### config.mk
export PLATFORM = sky130hd
export DESIGN_NAME = meter_frame_checker_unit
export DESIGN_NICKNAME = d
export VERILOG_FILES = /design/src/rtl/mfc_pkg.sv /design/src/rtl/mfc_in_stage.sv /design/src/rtl/mfc_frame_core.sv /design/src/rtl/mfc_out_stage.sv /design/src/rtl/meter_frame_checker_unit.sv
export SDC_FILE = /design/constraint.sdc
export NUM_CORES = 1
export LEC_CHECK = 0
export BUFFER_PORTS_ARGS = -buffer_cell sky130_fd_sc_hd__buf_2
export CAP_MARGIN = 25
export CORE_MARGIN = 2
export CORE_UTILIZATION = 30
export DETAILED_ROUTE_END_ITERATION = 16
export GPL_ROUTABILITY_DRIVEN = 1
export PLACE_DENSITY_LB_ADDON = 0.2
export SKIP_CTS_REPAIR_TIMING = 1
export SYNTH_ARGS = -nofsm -noshare
export SYNTH_HDL_FRONTEND = slang
export SYNTH_SLANG_ARGS = --single-unit
### constraint.sdc
create_clock -name aclk -period 21.4 [get_ports aclk]
set_clock_uncertainty 0.1 [all_clocks]
set_input_delay 2.14 -clock aclk [delete_from_list [all_inputs] [get_ports aclk]]
set_output_delay 2.14 -clock aclk [all_outputs]
set_load 0.1 [all_outputs]
### src/rtl/mfc_pkg.sv
`timescale 1ns / 1ps
`default_nettype none

package mfc_pkg;

    localparam int unsigned POS_W     = 9;
    localparam int unsigned SIZE_W    = POS_W + 1;
    localparam int unsigned ADDR_BYTES = 6;
    localparam int unsigned ADDR_W    = 8 * ADDR_BYTES;

    localparam logic [7:0]       START_CHAR  = 8'h68;
    localparam logic [7:0]       END_CHAR    = 8'h16;
    localparam logic [POS_W-1:0] POS_MAX     = 9'd511;
    localparam logic [POS_W-1:0] OFF_ADDR_LO = 9'd1;
    localparam logic [POS_W-1:0] OFF_ADDR_HI = 9'd6;
    localparam logic [POS_W-1:0] OFF_START2  = 9'd7;
    localparam logic [POS_W-1:0] OFF_CTRL    = 9'd8;
    localparam logic [POS_W-1:0] OFF_LEN     = 9'd9;
    localparam logic [POS_W-1:0] OFF_DATA    = 9'd10;
    localparam logic [SIZE_W-1:0] MIN_FRAME  = 10'd12;

    typedef enum logic {
        KIND_DATA    = 1'b0,
        KIND_VERDICT = 1'b1
    } kind_t;

    typedef enum logic [2:0] {
        ST_OK        = 3'd0,
        ST_MALFORMED = 3'd1,
        ST_NO_START  = 3'd2,
        ST_NO_END    = 3'd3,
        ST_BAD_SUM   = 3'd4
    } status_t;

    typedef struct packed {
        logic [7:0] rx_byte;
        logic       end_of_buffer;
    } beat_t;

    typedef struct packed {
        kind_t             kind;
        logic [7:0]        data_byte;
        logic [7:0]        data_index;
        status_t           status;
        logic [ADDR_W-1:0] address;
        logic [7:0]        control;
        logic [7:0]        length;
    } result_t;

    function automatic logic is_bcd(input logic [7:0] b);
        return (b[7:4] <= 4'd9) && (b[3:0] <= 4'd9);
    endfunction

endpackage

`default_nettype wire

### src/rtl/mfc_in_stage.sv
`timescale 1ns / 1ps
`default_nettype none

module mfc_in_stage (
    input  wire logic          aclk,
    input  wire logic          aresetn,
    input  wire logic          s_valid,
    output logic               s_ready,
    input  wire logic [7:0]    s_rx_byte,
    input  wire logic          s_end_of_buffer,
    input  wire logic          advance,
    output logic               beat_valid,
    output mfc_pkg::beat_t     beat
);

    logic           valid_reg;
    mfc_pkg::beat_t beat_reg;

    assign s_ready    = !valid_reg || advance;
    assign beat_valid = valid_reg;
    assign beat       = beat_reg;

    always_ff @(posedge aclk) begin
        if (!aresetn) begin
            valid_reg <= 1'b0;
        end else if (s_ready) begin
            valid_reg <= s_valid;
        end
    end

    always_ff @(posedge aclk) begin
        if (s_valid && s_ready) begin
            beat_reg.rx_byte       <= s_rx_byte;
            beat_reg.end_of_buffer <= s_end_of_buffer;
        end
    end

endmodule

`default_nettype wire

### src/rtl/mfc_frame_core.sv
`timescale 1ns / 1ps
`default_nettype none

module mfc_frame_core (
    input  wire logic           aclk,
    input  wire logic           aresetn,
    input  wire logic           step,
    input  wire mfc_pkg::beat_t beat,
    output logic                res_valid,
    output mfc_pkg::result_t    result
);

    logic                       in_frame_reg, in_frame_next;
    logic [mfc_pkg::POS_W-1:0]  pos_reg, pos_next;
    logic [mfc_pkg::ADDR_W-1:0] addr_reg, addr_next;
    logic                       bcd_ok_reg, bcd_ok_next;
    logic                       start2_ok_reg, start2_ok_next;
    logic [7:0]                 ctrl_reg, ctrl_next;
    logic [7:0]                 len_reg, len_next;
    logic [7:0]                 sum_reg, sum_next;
    logic [7:0]                 prev_reg, prev_next;

    logic                       frame_now;
    logic [mfc_pkg::POS_W-1:0]  off;
    logic [mfc_pkg::POS_W-1:0]  data_off;
    logic [mfc_pkg::SIZE_W-1:0] size;
    logic                       emit;
    logic [7:0]                 b;
    logic                       last;
    mfc_pkg::status_t           status;

    assign b         = beat.rx_byte;
    assign last      = beat.end_of_buffer;
    assign frame_now = in_frame_reg || (b == mfc_pkg::START_CHAR);
    assign off       = in_frame_reg ? pos_reg : '0;
    assign size      = {1'b0, off} + mfc_pkg::SIZE_W'(1);
    assign data_off  = off - mfc_pkg::OFF_DATA;

    // field capture for this byte
    always_comb begin
        addr_next      = addr_reg;
        bcd_ok_next    = bcd_ok_reg;
        start2_ok_next = start2_ok_reg;
        ctrl_next      = ctrl_reg;
        len_next       = len_reg;
        for (int i = 0; i < mfc_pkg::ADDR_BYTES; i++) begin
            if (frame_now && off == mfc_pkg::POS_W'(i + 1)) begin
                addr_next[8*i +: 8] = addr_reg[8*i +: 8] | b;
            end
        end
        if (frame_now && off >= mfc_pkg::OFF_ADDR_LO && off <= mfc_pkg::OFF_ADDR_HI
                && !mfc_pkg::is_bcd(b)) begin
            bcd_ok_next = 1'b0;
        end
        if (frame_now && off == mfc_pkg::OFF_START2) begin
            start2_ok_next = (b == mfc_pkg::START_CHAR);
        end
        if (frame_now && off == mfc_pkg::OFF_CTRL) begin
            ctrl_next = b;
        end
        if (frame_now && off == mfc_pkg::OFF_LEN) begin
            len_next = b;
        end
    end

    assign emit = frame_now && !last && off >= mfc_pkg::OFF_DATA
                  && data_off < {1'b0, len_reg};

    // verdict in priority order
    always_comb begin
        if (!frame_now || size < mfc_pkg::MIN_FRAME) begin
            status = mfc_pkg::ST_MALFORMED;
        end else if (!start2_ok_next) begin
            status = mfc_pkg::ST_NO_START;
        end else if (!bcd_ok_next) begin
            status = mfc_pkg::ST_MALFORMED;
        end else if (size != ({2'b00, len_next} + mfc_pkg::MIN_FRAME)) begin
            status = mfc_pkg::ST_MALFORMED;
        end else if (b != mfc_pkg::END_CHAR) begin
            status = mfc_pkg::ST_NO_END;
        end else if (8'(sum_reg - prev_reg) != prev_reg) begin
            status = mfc_pkg::ST_BAD_SUM;
        end else begin
            status = mfc_pkg::ST_OK;
        end
    end

    always_comb begin
        res_valid = last || emit;
        if (last) begin
            result.kind       = mfc_pkg::KIND_VERDICT;
            result.data_byte  = '0;
            result.data_index = '0;
            result.status     = status;
            result.address    = addr_next;
            result.control    = ctrl_next;
            result.length     = len_next;
        end else begin
            result.kind       = mfc_pkg::KIND_DATA;
            result.data_byte  = b;
            result.data_index = data_off[7:0];
            result.status     = mfc_pkg::ST_OK;
            result.address    = '0;
            result.control    = '0;
            result.length     = '0;
        end
    end

    assign in_frame_next = frame_now;
    assign pos_next      = (off == mfc_pkg::POS_MAX) ? mfc_pkg::POS_MAX
                                                     : off + mfc_pkg::POS_W'(1);
    assign sum_next      = sum_reg + b;
    assign prev_next     = b;

    always_ff @(posedge aclk) begin
        if (!aresetn || (step && last)) begin
            in_frame_reg  <= 1'b0;
            pos_reg       <= '0;
            addr_reg      <= '0;
            bcd_ok_reg    <= 1'b1;
            start2_ok_reg <= 1'b0;
            ctrl_reg      <= '0;
            len_reg       <= '0;
            sum_reg       <= '0;
            prev_reg      <= '0;
        end else if (step && frame_now) begin
            in_frame_reg  <= in_frame_next;
            pos_reg       <= pos_next;
            addr_reg      <= addr_next;
            bcd_ok_reg    <= bcd_ok_next;
            start2_ok_reg <= start2_ok_next;
            ctrl_reg      <= ctrl_next;
            len_reg       <= len_next;
            sum_reg       <= sum_next;
            prev_reg      <= prev_next;
        end
    end

endmodule

`default_nettype wire

### src/rtl/mfc_out_stage.sv
`timescale 1ns / 1ps
`default_nettype none

module mfc_out_stage (
    input  wire logic             aclk,
    input  wire logic             aresetn,
    input  wire logic             advance,
    input  wire logic             res_valid,
    input  wire mfc_pkg::result_t result,
    output logic                  m_valid,
    input  wire logic             m_ready,
    output logic                  space,
    output mfc_pkg::result_t      m_result
);

    logic             valid_reg;
    mfc_pkg::result_t result_reg;

    assign m_valid  = valid_reg;
    assign m_result = result_reg;
    assign space    = !valid_reg || m_ready;

    always_ff @(posedge aclk) begin
        if (!aresetn) begin
            valid_reg <= 1'b0;
        end else if (advance) begin
            valid_reg <= res_valid;
        end else if (m_ready) begin
            valid_reg <= 1'b0;
        end
    end

    always_ff @(posedge aclk) begin
        if (advance && res_valid) begin
            result_reg <= result;
        end
    end

endmodule

`default_nettype wire

### src/rtl/meter_frame_checker_unit.sv
// channel | handshake       | payload ports                                   | carries
// s_      | s_valid s_ready | s_rx_byte s_end_of_buffer                       | buffer bytes
// m_      | m_valid m_ready | m_result_kind to m_data_length, seven fields    | data bytes, verdicts
//
// one byte per cycle if no m_ stall: input register, one pass of header/sum checks, result register
// a byte goes input register -> result register; bytes with no result are dropped
// reset: synchronous active-low aresetn, empties both stages and restarts the start hunt
// a stall at m_ freezes the result; the input register takes one more beat only if it is empty
`timescale 1ns / 1ps
`default_nettype none

module meter_frame_checker_unit (
    input  wire logic                       aclk,
    input  wire logic                       aresetn,
    input  wire logic                       s_valid,
    output logic                            s_ready,
    input  wire logic [7:0]                 s_rx_byte,
    input  wire logic                       s_end_of_buffer,
    output logic                            m_valid,
    input  wire logic                       m_ready,
    output logic                            m_result_kind,
    output logic [7:0]                      m_data_byte,
    output logic [7:0]                      m_data_index,
    output logic [2:0]                      m_frame_status,
    output logic [mfc_pkg::ADDR_W-1:0]      m_meter_address,
    output logic [7:0]                      m_control_code,
    output logic [7:0]                      m_data_length
);

    logic             beat_valid;
    mfc_pkg::beat_t   beat;
    logic             space;
    logic             advance;
    logic             res_valid;
    mfc_pkg::result_t result;
    mfc_pkg::result_t m_result;

    assign advance = beat_valid && space;

    mfc_in_stage u_in_stage (
        .aclk            (aclk),
        .aresetn         (aresetn),
        .s_valid         (s_valid),
        .s_ready         (s_ready),
        .s_rx_byte       (s_rx_byte),
        .s_end_of_buffer (s_end_of_buffer),
        .advance         (advance),
        .beat_valid      (beat_valid),
        .beat            (beat)
    );

    mfc_frame_core u_frame_core (
        .aclk      (aclk),
        .aresetn   (aresetn),
        .step      (advance),
        .beat      (beat),
        .res_valid (res_valid),
        .result    (result)
    );

    mfc_out_stage u_out_stage (
        .aclk      (aclk),
        .aresetn   (aresetn),
        .advance   (advance),
        .res_valid (res_valid),
        .result    (result),
        .m_valid   (m_valid),
        .m_ready   (m_ready),
        .space     (space),
        .m_result  (m_result)
    );

    assign m_result_kind   = m_result.kind;
    assign m_data_byte     = m_result.data_byte;
    assign m_data_index    = m_result.data_index;
    assign m_frame_status  = m_result.status;
    assign m_meter_address = m_result.address;
    assign m_control_code  = m_result.control;
    assign m_data_length   = m_result.length;

`ifndef ASSERT_OFF
    a_data_beat_clean: assert property (@(posedge aclk) disable iff (!aresetn)
        m_valid && m_result_kind == mfc_pkg::KIND_DATA |->
            m_frame_status == mfc_pkg::ST_OK && m_meter_address == '0
            && m_control_code == 8'd0 && m_data_length == 8'd0)
        else $error("data beat carries verdict fields");

    a_verdict_clean: assert property (@(posedge aclk) disable iff (!aresetn)
        m_valid && m_result_kind == mfc_pkg::KIND_VERDICT |->
            m_data_byte == 8'd0 && m_data_index == 8'd0)
        else $error("verdict beat carries data fields");

    a_status_range: assert property (@(posedge aclk) disable iff (!aresetn)
        m_valid |-> m_frame_status <= mfc_pkg::ST_BAD_SUM)
        else $error("frame status out of range");

    a_empty_takes: assert property (@(posedge aclk) disable iff (!aresetn)
        !beat_valid |-> s_ready)
        else $error("empty input register refuses a beat");
`endif

endmodule

`default_nettype wire
==> results.md <==
- Largest net degree at the start of global routing: 90
- DRT Pass-1 Iters: 5
- Ys flop type: edfxtp_1
- Final Cycle Share: 0.246
- Setup crit end kind: primary output
- Power Density: 74.6 nW/um^2
- Setup Crit Path Kind: in2out
- # DRC: 0
- Most used cell, CP: buf_2
- Vias in the first global route: 6400
- Max_cap viols: 0
- Peak Freq: 0.190 GHz
- Gr ovfl total: 0
- Die Ht: 175 um
- IO Port Bufs: 98
- CP required: 19.16 ns
- Sequential fraction of the synthesis area: 0.533
- Sw power: 0.217 mW
- Synth top area cells: edfxtp_1 32%, dfxtp_1 21%, nor2_1 6.1%
- Outcome: complete, no violations
- Top-area cell type share of the netlist area: 0.320
- Share of layout cells above drive strength 1: 0.168
- Most frequent cell after synthesis: nor2_1
- Worst-Margin Slew: 1.01 ns
- Nets: 1011
- Fraction of registers with async set/reset: 0
- Syn Nets: 947
- Crit path from: m_ready
- All-layer global routing usage: 0.156
- FP Rows: 62
- Diode count: 0
- Startpoint types: primary input
- WP buf/inv: 2
- Cell family with most CP delay: simple AND/OR/NAND/NOR gates
- Hold path start: u_frame_core.ctrl_reg[3]
- Max incr delay on CP: 0.37 ns
- Final setup violation count: 0
- CTS buffer count: 17
- GP Congestion: 0.905
- Switching Fraction: 0.284
- Distinct cell type count after synthesis: 65
- Final Hold Vio Count: 0
- Slew margin rel.: 0.326
- Number of flip-flops in the largest register: 84
- Fin Setup TNS: 0 ns
- Core area: 28700 um^2
- Area leader, netlist: edfxtp_1
- First-pass GRT wire length: 36.9 mm
- Area delta synth->final: 17.4%
- Yosys reg bits: 186
- Die width: 175 um
- P_int: 0.547 mW
- Max Slew Vio Count: 0
- Register share of total power: 0.497
- Vias: 6694
- Final wirelength: 23.4 mm
- Routed WL per cell: 17.2 um
- CTS tree: built
- Initial antenna violation count: 0
- Die area: 30500 um^2
- Filler Cell Count: 2988
- Clock power share: 0.426
- Post-synth EDFFs: 93
- Worst path arrival time: 3.03 ns
- Combinational Power Share: 0.077
- CP cell instances: buf_2, nor2b_1, nand2_1, buf_2
- Mapped Area: 8730 um^2
- Critical Path Fanout Max: 6
- Root Buffer: clkbuf_16
- CTS clk-pin slew, worst paths: 0.08 ns
- Worst Slack Setup Final: 16.13 ns
- Initial Utilization: 0.304
- Mapped Cells: 900
- Period minus WS final: 5.27 ns
- Ports: 99
- Worst min path class: reg2reg
- HPWL after DPL: 14.8 mm
- Clock Latency Late Sink: 0.43 ns
- Leak pwr: 3.70 nW
- Final Core Density: 0.357
- Pre-CTS setup slack: 16.12 ns
- Num Clock Sinks: 186
- CP max stage cell: nor2b_1
- DRC marker count from the first detailed-route iteration: 512
- RSZ-0062 raised after global routing: no
- H-tree depth: 4
- Synth Warn #: 0
- Post-route ant nets: 0
- Worst vdd ir: 43.2 uV
- Worst R2R Start: u_frame_core.in_frame_reg
- Post-synth top cells: 142 x nor2_1, 95 x a21oi_1, 93 x dfxtp_1, 93 x edfxtp_1, 69 x nand2_1
- Average cell area after synthesis: 9.70 um^2
- Via density: 4.92
- Clock Tree Buf Depth: 2
==> power groups by stage <==
stage / registers [mW] / clock network (mW) / logic [mW]
2_1_floorplan: 0.416 / 0 / 0.0164
3_3_place_gp: 0.388 / 0 / 0.0585
3_5_place_dp: 0.388 / 0 / 0.0586
4_1_cts: 0.380 / 0.333 / 0.0587
5_1_grt: 0.380 / 0.346 / 0.0620
6_report: 0.380 / 0.325 / 0.0591
==> final cells by class <==
type,instances,area (um^2),share of cell area
repair buffers,115,651,0.0635
clock buffers,17,425,0.0415
inverters,30,113,0.0110
multi-input cells,614,3730,0.364
flip-flops and latches,186,4650,0.454
well taps,384,480,0.0469
clock inverters,15,195,0.0190
==> cell families (layout without fill, tap and decap cells) <==
logic type	count (synthesis)	in the layout	share of synthesized area
AOI/OAI and AO/OA	224	224	0.158
xor gates and xnor gates	32	32	0.0321
adders and majority gates	34	34	0.0505
buffers and inverters	100	177	0.0439
DFF	186	186	0.533
muxes	19	19	0.0221
and+or+nand+nor	305	305	0.160
==> worst paths after layout <==
| path | endpoint | slack (ns) | cells after the start |
|---|---|---|---|
| hold reg to reg | u_frame_core.ctrl_reg[3] | 0.35 | 2 |
| setup reg to reg | u_out_stage.m_result[66] | 16.29 | 15 |
| hold / removal | u_frame_core.ctrl_reg[3] | 0.35 | 2 |
| setup / recovery | s_ready | 16.13 | 4 |
==> routing by layer <==
metal,share of wire,vias to the layer above,global-route usage
met1,0.48,3181,0.220
li1,-,3317,-
met4,0.017,0,0.0510
met5,0,-,0
met2,0.45,167,0.240
met3,0.049,29,0.0289
==> placed cells by master (no fill, tap or decap), drive strengths merged, types with 3 or more instances in the layout <==
master / n
a31oi: 52
o211ai: 4
and2: 12
nor3b: 3
a21o: 6
nor2b: 13
mux2i: 17
a211oi: 15
buf: 115
and3: 3
nand4: 3
o21ai: 23
edfxtp: 93
nand3: 11
nand3b: 3
xnor2: 27
nor2: 142
clkinv: 8
nand2: 69
dfxtp: 93
nor4: 3
inv: 37
clkbuf: 17
nand2b: 4
a21oi: 95
nor3: 19
xor2: 5
a21boi: 3
or4: 4
a2111oi: 3
and4: 3
or3: 5
ha: 32
==> worst reg2reg max path: stages (launching register included) <==
cell       delay (ns)
dfxtp_1          0.31
buf_4            0.31
nand2_1          0.25
inv_1            0.17
ha_1             0.17
a21boi_0         0.43
nand3_1          0.63
mux2i_1          0.57
ha_1             0.28
and3b_1          0.19
and4_1           0.24
or4_1            0.40
and3_1           0.19
o31a_1           0.31
a2111oi_2        0.21
and4_1           0.22
==> per-stage QoR <==
step / hold WS [ns] / total power, mW / area (um^2) / instances
2_1_floorplan: 0.324 / 0.433 / 8730 / 900
3_3_place_gp: 0.342 / 0.447 / 9580 / 1327
3_5_place_dp: 0.346 / 0.447 / 9580 / 1327
4_1_cts: 0.357 / 0.771 / 10200 / 1359
5_1_grt: 0.374 / 0.789 / 10200 / 1361
6_report: 0.355 / 0.764 / 10200 / 1361
No activity file was read; power rests on OpenSTA's default activity.
